File: config.mk
export PLATFORM = sky130hd
export DESIGN_NAME = rims_front
export DESIGN_NICKNAME = d
export VERILOG_FILES = /design/src/rtl/core/rims_pkg.sv /design/src/rtl/core/rims_front.sv
export SDC_FILE = /design/constraint.sdc
export NUM_CORES = 1
export LEC_CHECK = 0
export ABC_AREA = 1
export BUFFER_PORTS_ARGS = -buffer_cell sky130_fd_sc_hd__buf_2
export CAP_MARGIN = 30
export CORE_MARGIN = 1
export CORE_UTILIZATION = 53
export CTS_BUF_LIST = sky130_fd_sc_hd__clkbuf_16
export DETAILED_ROUTE_END_ITERATION = 10
export PLACE_DENSITY = 0.77
export SYNTH_ARGS = -nofsm -noshare
export SYNTH_HDL_FRONTEND = slang
export SYNTH_SLANG_ARGS = --single-unit
File: constraint.sdc
create_clock -name aclk -period 5.06 [get_ports aclk]
set_input_delay 0.253 -clock aclk [delete_from_list [all_inputs] [get_ports aclk]]
set_output_delay 0.253 -clock aclk [all_outputs]
set_load 0.05 [all_outputs]
File: src/rtl/core/rims_pkg.sv
// Shared types and constants for the run insertion / merge sorter.
package rims_pkg;
    localparam int ValueWidth = 64;
    typedef logic [ValueWidth-1:0] value_t;
    // Beat carried from the front (collector) to the back (sorter).
    typedef struct packed {
        value_t value;
        logic   last;
        logic   drop;
    } item_t;
    // Signed greater-than on two's complement patterns.
    function automatic logic sgt(input value_t a, input value_t b);
        sgt = $signed(a) > $signed(b);
    endfunction
endpackage

File: src/rtl/core/rims_front.sv
// Input collector: classifies beats into stored, dropped and last, through a small queue.
module rims_front #(
    parameter int MaxItems = 64
) (
    input  logic                    aclk,
    input  logic                    aresetn,
    input  logic                    s_tvalid,
    output logic                    s_tready,
    input  rims_pkg::value_t        s_value,
    input  logic                    s_last,
    output logic                    q_valid,
    input  logic                    q_ready,
    output rims_pkg::item_t         q_item
);
    import rims_pkg::*;
    localparam int CW = $clog2(MaxItems + 1);
    logic [CW-1:0] cnt_reg, cnt_next;
    item_t buf_reg [2];
    logic rd_reg, wr_reg;
    logic [1:0] fill_reg;
    logic push, pop, full;

    assign full     = (cnt_reg == CW'(MaxItems));
    assign s_tready = (fill_reg != 2'd2);
    assign push     = s_tvalid && s_tready;
    assign q_valid  = (fill_reg != 2'd0);
    assign pop      = q_valid && q_ready;
    assign q_item   = buf_reg[rd_reg];

    always_comb begin
        cnt_next = cnt_reg;
        if (push) cnt_next = s_last ? '0 : (full ? cnt_reg : cnt_reg + 1'b1);
    end

    always_ff @(posedge aclk) begin
        if (!aresetn) begin
            cnt_reg  <= '0;
            rd_reg   <= 1'b0;
            wr_reg   <= 1'b0;
            fill_reg <= '0;
        end else begin
            cnt_reg <= cnt_next;
            if (push) wr_reg <= ~wr_reg;
            if (pop) rd_reg <= ~rd_reg;
            fill_reg <= fill_reg + {1'b0, push} - {1'b0, pop};
        end
        if (push) buf_reg[wr_reg] <= '{value: s_value, last: s_last, drop: full};
    end
endmodule

==> impl_metrics.ini, run 1 <==
[power_and_ir_drop]
power_density_nw_per_um2 = 591
p_int_uw = 2660
peakVddDrop_mv = 0.363
seq_power_share_pct = 38.6
p_leak_uw = 0.00267
power_frac_comb_pct = 30.8
p_clk_share_pct = 30.6
swShare_pct = 35.0
switching_power_uw = 1430

[worst_setup_path]
required_ps = 4810
worst-path-buf-inv = 2
worstSetupEndpointType = primary output
path_depth = 3
reg2reg_setup_slack_ps = 2720
critPathMaxFanout = 39
cp_data_arrival_time_ps = 2390
crit_path_top_delay_cell = dfxtp_2
crit_family = buffers and inverters
ff2ff_path_depth = 5
critical_path.max_stage_delay_ps = 760
crit_type = reg -> out
critPathLaunchType = register
path_cells = buf_4, mux2_2, buf_2

[sta]
max_freq_ghz = 0.379
hold_viol_final = 0
finClkSkew_ps = 7.20
relSlewSlack_pct = 37.8
period_share_pct = 52.2
setup_tns_ps = 0
rsz0062_at_grt = false
worst_pin_slew_ps = 932
setup_ws_ps = 2420
setup_viol = 0
slew_violations = 0
period_needed_ps = 2640

[yosys]
ys_seq_elements = 144
avgSynthCellArea_um2 = 17.5
synth_area_um2 = 5470
synth-seq-area-share_pct = 76.8
synth_cell_types = 21
synth.net_count = 385
postSynthCellCount = 312
yosys_warnings = 0

[routing]
first_pass_iters = 4
drc = 0
wirelength_mm = 9.78
ant_nets = 0
drt_iter0_drc = 125
vias_per_cell = 5.06
via_count = 3081
wl_per_cell_um = 16.1

[clock_network]
clock_path_buffers = 2
cts_root_buf = clkbuf_16
htreeDepth = 4
cts_resized = 0
ctsHoldBuffers = 0
cts.sinks = 144
clk_pin_slew_ps = 60
post_cts_buffers = 0
cts_buffers = 17
clk_latency_ps = 410
cts_tree = done

[global_routing]
grt_pass1_vias = 3147
overflow = 0
grt_max_degree = 44
grt_pass1_wl_mm = 15.5
antenna_found_initial = 1
track_usage_pct = 19.4

[worst_hold_path]
min_path_type = in -> reg
holdPathStages = 1

[finish]
final_layout_size_suffix_gt1_share_pct = 51.8
finalNetCount = 535
fin_area_um2 = 6910
final_cells = 609
area_delta_synth_final_pct = 26.3
most-common-layout-cells = buf_2 (136), edfxtp_1 (132), mux2_2 (66), inv_1 (22), nand2_1 (19)
largest_reg_flops = 132
final_common_cell = buf_2
fillCellCount = 696

[place]
dp_hpwl_mm = 6.29
dp_slack_ps = 2690
placed_area_um2 = 6310
place_inst = 576
port_buffers = 136
place.gp.congestion = 0.757

[die]
row_count = 36
start_util_pct = 55.2
pin_count = 137
dieArea_um2 = 10700
core_um2 = 9910
die-height_um = 104
dieWidth_um = 104

[job]
max_cap_viol_count = 0

[run_status]
status = completed
[worst paths after layout]
path / startpoint / end
min: s_value[9] / buf_reg[1][11]
max reg2reg: fill_reg[0] / buf_reg[0][16]
min reg2reg: rd_reg / register
max: register / q_item[22]
[routing by layer]
metal / track usage, % / wire, um / up-vias
li1: - / - / 1459
met1: 20.9 / 3780 / 1509
met2: 35.1 / 5310 / 102
met3: 6.61 / 582 / 11
met4: 7.35 / 100 / 0
met5: 0 / 0 / -
[cell families (layout without fill, tap and decap cells)]
group,after synthesis,count (layout),share of synthesized area (%)
AO/OA/AOI/OAI,11,11,1.14
XOR/XNOR,2,2,0.320
multiplexers,66,66,13.6
flip-flops,144,144,76.8
buffers and inverters,29,192,2.40
adder cells (fa/ha/maj),4,4,0.915
AND/OR/NAND/NOR,56,56,4.82
other,0,1,0
[worst register-to-register path: stages, from the launching register on]
cell     delay, ps
dfxtp_1        340
inv_1           70
nand2_2         60
nand2_1        170
nor2_4         760
buf_4          570
[cells in the mapped netlist]
master      n  share of area [%]
edfxtp_1  132                 72
a21oi_1     3               0.27
nand4_1     1               0.11
nand2_1    19                1.3
mux2_2     66                 14
o21ai_0     6               0.55
ha_1        4               0.91
nand3_1     8               0.73
nor2_4      1               0.21
nor4_1      1               0.11
inv_2       2               0.14
nand3_4     1               0.32
dfxtp_1    12                4.4
nand2_2     4               0.46
inv_1      19                1.3
a21oi_2     2               0.32
nor2_1     20                1.4
buf_2       3               0.27
nand2_4     1               0.21
buf_4       5               0.69
xnor2_1     2               0.32
[power by group through the flow]
stage          Clock [uW]  Sequential, uW  Combinational (uW)
2_1_floorplan           0            1580                1030
6_report             1250            1580                1260
3_3_place_gp            0            1590                1250
4_1_cts              1270            1580                1270
3_5_place_dp            0            1600                1270
5_1_grt              1320            1600                1330
[per-stage QoR]
step | util [%] | hold slack [ps] | total power [uW]
5_1_grt | 69.7 | 10.7 | 4240
4_1_cts | 69.7 | 14.0 | 4130
2_1_floorplan | - | 352 | 2610
3_5_place_dp | 63.6 | 429 | 2870
3_3_place_gp | 63.6 | 427 | 2840
6_report | 69.8 | 34.0 | 4090
[final cells by class]
class                   count  area (um2)  area share, %
repair buffers            139         703           10.2
multi-input cells         139        1150           16.7
inverters                  21        78.8           1.14
well taps                 133         166           2.41
clock buffers              17         425           6.15
diodes                      1        2.50         0.0362
clock inverters            15         179           2.59
flip-flops and latches    144        4210           60.8
Note: power is estimated with default switching activity, not from simulation.
==> run 2, diff against run 1 <==
- ABC_AREA: 1 -> 0
- CORE_UTILIZATION: 53 -> 52
- PLACE_DENSITY: 0.77 -> 0.75
- clock period: 5.06 -> 2.7 ns (I/O delays scaled with it)
==> impl_metrics.ini, run 2 <==
[run_status]
status = completed

[yosys]
yosysMostFrequentCell = edfxtp_1
synthArstFlopShare_pct = 0
yosysTopAreaCell = edfxtp_1
synth-seq-area-share_pct = 78.0
synth_cell_types = 31
postSynthCellCount = 279
ys_top_cells_by_count = edfxtp_1 (132), mux2_2 (66), dfxtp_1 (12), nor2_1 (8)
yosys_warnings = 0
ys_seq_elements = 144
synthTopCellsByArea = edfxtp_1 (74%), mux2_2 (14%), dfxtp_1 (4.5%)
synth_ff_type = edfxtp_1
avgSynthCellArea_um2 = 19.3
synth_top_area_share_pct = 73.6
synth_edf_count = 132
synth_area_um2 = 5390
synth.net_count = 352

[finish]
most-common-layout-cells = buf_2 (136), edfxtp_1 (132), mux2_2 (66), dlygate4sd3_1 (64), clkbuf_16 (17)
diodes = 0
fillCellCount = 593
area_delta_synth_final_pct = 38.6
finalNetCount = 566
final_common_cell = buf_2
largest_reg_flops = 132
final_layout_size_suffix_gt1_share_pct = 48.6
final_cells = 637

[power_and_ir_drop]
swShare_pct = 35.2
seq_power_share_pct = 37.6
p_leak_uw = 0.00284
p_clk_share_pct = 30.1
power_density_nw_per_um2 = 1030
p_int_uw = 4960
power_frac_comb_pct = 32.3
switching_power_uw = 2690
peakVddDrop_mv = 0.726

[worst_setup_path]
critPathLaunchType = register
required_ps = 2570
critPathMaxFanout = 43
r2r-end = fill_reg[1]
worstSetupEndpointType = primary output
ff2ff_path_depth = 8
reg2reg_setup_slack_ps = 750
cp_data_arrival_time_ps = 1860
crit_type = reg -> out
reg2reg_from = fill_reg[0]

[worst_hold_path]
hold_path_end = buf_reg[1][1]
min_path_type = in -> reg
holdPathStages = 1
hp-start = s_last

[sta]
relSlewSlack_pct = 60.2
finClkSkew_ps = 11.3
whs_ps = 63.7
period_needed_ps = 1990
setup_viol = 0
hold_viol_final = 0
worst_pin_slew_ps = 597
rsz0062_at_grt = false
period_share_pct = 73.9
slew_violations = 0
setup_tns_ps = 0
max_freq_ghz = 0.501

[die]
pin_count = 137
start_util_pct = 54.4
dieArea_um2 = 10800
core_um2 = 9910
die-height_um = 104
row_count = 36
dieWidth_um = 104

[clock_network]
clk_pin_slew_ps = 60
clk_latency_ps = 410
cts_root_buf = clkbuf_16
htreeDepth = 4
cts_tree = done
cts_buffers = 17
clock_path_buffers = 2
cts.sinks = 144
post_cts_buffers = 0

[global_routing]
overflow = 0
grt_pass1_vias = 3420
grt_max_degree = 46
grt_pass1_wl_mm = 16.7
track_usage_pct = 20.6
antenna_found_initial = 0

[place]
dp_hpwl_mm = 6.22
port_buffers = 136
place_inst = 543
place.gp.congestion = 0.799

[routing]
drc = 0
first_pass_iters = 6
wl_per_cell_um = 16.4
via_count = 3245
wirelength_mm = 10.4
ant_nets = 0
vias_per_cell = 5.09
drt_iter0_drc = 143

[job]
max_cap_viol_count = 0
[run 2: cells by family (layout without fill, tap and decap cells)]
logic type | after synthesis | after routing | synth area share [%]
AOI/OAI and AO/OA | 15 | 15 | 1.88
DFF | 144 | 144 | 78.0
adders and majority gates | 4 | 4 | 0.929
xor gates and xnor gates | 4 | 4 | 0.650
muxes | 66 | 66 | 13.8
buffers and inverters | 15 | 240 | 1.35
and+or+nand+nor | 31 | 31 | 3.34
[run 2: what timing repair did]
| item | 4_1_cts | 5_1_grt |
|---|---|---|
| hold endpoints to repair | 128 | 0 |
| hold buffers | 64 | 0 |
| gates resized for setup | 0 | 0 |
[run 2: metal layers]
metal  global-route usage, %  vias to the layer above  part of all wire, %
li1                        -                     1527                    -
met1                    23.1                     1587                   40
met2                    36.1                      117                   53
met3                    7.05                       14                  6.5
met4                    8.27                        0                  1.2
met5                       0                        -                    0
[run 2: worst max-delay path, cell delays in order (launching register included)]
cell and delay [ps]:
dfxtp_2 320, buf_4 470, mux2_2 410, buf_2 220
[run 2: stage by stage]
step / util (%) / setup slack, ps / power, uW / instance area, um2
floorplan: - / 58.9 / 4800 / 5400
global placement: 62.9 / 850 / 5300 / 6230
detailed placement: 62.9 / 760 / 5330 / 6230
CTS: 75.3 / 694 / 7710 / 7460
global route: 75.3 / 578 / 7930 / 7460
finish: 75.3 / 706 / 7660 / 7460
[run 2: cell type report]
class / count / area, um2 / area share (%)
clock buffers: 17 / 425 / 5.70
inverters: 4 / 15.0 / 0.201
repair buffers: 206 / 1370 / 18.3
clock inverters: 13 / 166 / 2.23
well taps: 133 / 166 / 2.23
multi-input cells: 120 / 1120 / 15.0
flip-flops and latches: 144 / 4210 / 56.3
[run 2: how the worst max path moves through the flow]
stage                startpoint             to  depth (start not counted)
floorplan           fill_reg[0]  buf_reg[0][0]                          4
detailed placement  fill_reg[0]    fill_reg[1]                          8
global placement    fill_reg[0]    fill_reg[1]                          8
finish                 register     q_item[39]                          3
CTS                    register     q_item[39]                          3
global route        fill_reg[0]    fill_reg[1]                          8
[run 2: power groups by stage]
stage | clock network [uW] | logic, uW | registers, uW
finish | 2310 | 2470 | 2880
global route | 2440 | 2590 | 2910
CTS | 2340 | 2490 | 2890
detailed placement | 0 | 2400 | 2930
global placement | 0 | 2390 | 2910
floorplan | 0 | 1900 | 2910
==> run 3, diff against run 2 <==
- CORE_UTILIZATION: 52 -> 47
- PLACE_DENSITY: 0.75 -> 0.72
- clock period: 2.7 -> 1.71 ns (I/O delays scaled with it)
==> impl_metrics.ini, run 3 (synthesis gave the netlist of run 2 again) <==
[worst_setup_path]
critPathMaxFanout = 44
cp_data_arrival_time_ps = 1620
reg2reg_from = fill_reg[1]
critPathLaunchType = register
worstSetupEndpointType = primary output
r2r-end = fill_reg[1]
required_ps = 1620
reg2reg_setup_slack_ps = 50
ff2ff_path_depth = 8
crit_type = reg -> out

[worst_hold_path]
min_path_type = in -> reg
holdPathStages = 1
hp-start = s_last
hold_path_end = buf_reg[1][1]

[routing]
drt_iter0_drc = 170
wirelength_mm = 10.8
vias_per_cell = 5.01
first_pass_iters = 5
via_count = 3255
ant_nets = 0
wl_per_cell_um = 16.6
drc = 0

[power_and_ir_drop]
peakVddDrop_mv = 1.01
power_density_nw_per_um2 = 1650
p_leak_uw = 0.00298

[finish]
final_common_cell = edfxtp_1
largest_reg_flops = 132
area_delta_synth_final_pct = 45.5
final_layout_size_suffix_gt1_share_pct = 51.0
diodes = 0
most-common-layout-cells = edfxtp_1 (132), buf_2 (92), mux2_2 (64), dlygate4sd3_1 (64), buf_4 (36)
fin_area_um2 = 7840
ff_latch_area_um2 = 4210
fillCellCount = 694
finalNetCount = 571
post-route-util_pct = 71.4
multi_input_area_um2 = 1180

[sta]
hold_viol_final = 0
period_share_pct = 99.8
slew_violations = 0
rsz0062_at_grt = true
relSlewSlack_pct = 74.2
finClkSkew_ps = 7.37
max_freq_ghz = 0.586
setup_tns_ps = 0
setup_viol = 0
worst_pin_slew_ps = 382
period_needed_ps = 1710

[global_routing]
antenna_found_initial = 0
grt_pass1_vias = 3384
grt_pass1_wl_mm = 16.2
grt_max_degree = 45
overflow = 0
track_usage_pct = 18.5

[place]
port_buffers = 136
dp_hpwl_mm = 6.22
place.gp.congestion = 0.777
placed_area_um2 = 6340

[clock_network]
cts_tree = done
cts_buffers = 17
clk_latency_ps = 400
clock_path_buffers = 2
clk_pin_slew_ps = 60
cts_root_buf = clkbuf_16
htreeDepth = 4
cts.sinks = 144

[die]
start_util_pct = 49.0
die-height_um = 109
dieWidth_um = 109
pin_count = 137
core_um2 = 11000
dieArea_um2 = 11900
row_count = 38

[run_status]
status = completed

[job]
max_cap_viol_count = 0
==> run 3: cell count changes in the layout (fill, tap and decap cells not counted), moves of 3 or more <==
| cell | previous run | this run |
|---|---|---|
| buf_2 | 136 | 92 |
| buf_4 | 6 | 36 |
| buf_6 | 0 | 15 |
| buf_12 | 0 | 4 |
| dfxtp_1 | 11 | 8 |
| dfxtp_2 | 1 | 4 |
==> run 3: power by group <==
group	total, uW	switching, uW	internal [uW]
sequential	4550	125	4430
combinational	4440	2870	1570
clock	3960	1380	2580
==> run 3: worst max path at each step <==
stage | startpoint | to
after floorplan | fill_reg[0] | buf_reg[0][0]
after global placement | fill_reg[1] | fill_reg[1]
after detailed placement | fill_reg[1] | fill_reg[1]
after CTS | register | q_item[63]
after global routing | register | q_item[49]
final | register | q_item[63]
==> run 3: worst max-delay path: stages (launching register included) <==
cell     delay (ps)
dfxtp_2         360
buf_12          250
mux2_2          380
buf_4           190
==> run 3: cell type report <==
type / count / share of cell area [%]
timing repair buffer: 211 / 20.7
inverter: 4 / 0.192
sequential: 144 / 53.7
tap: 140 / 2.23
multi-input combinational: 120 / 15.1
clock inverter: 14 / 2.73
clock buffer: 17 / 5.43
==> run 3: per-stage QoR <==
stage               worst slack, ps  power (uW)  hold WS, ps  cells
floorplan                      -476        7620          184    279
CTS                           -10.5       13000         1.77    650
global placement              -13.8        8500          272    554
finish                         3.82       13000         28.2    650
detailed placement             -113        8570          277    554
global route                  -34.9       13400         20.9    650
==> run 3: layer usage <==
metal	vias to the layer above	wire length, um	GRT usage [%]
li1	1532	-	-
met1	1593	4330	21.0
met2	119	5660	32.9
met3	11	681	5.92
met4	0	93	5.60
met5	-	0	0
==> run 3: what timing repair did <==
action / CTS / global route
endpoints found under the hold margin: 128 / 0
cloned: 0 / 0
hold buffers: 64 / 0
setup buffers: 1 / 0
pin swaps: 2 / 1
setup endpoints to repair: 46 / 71
gates resized for setup: 55 / 16
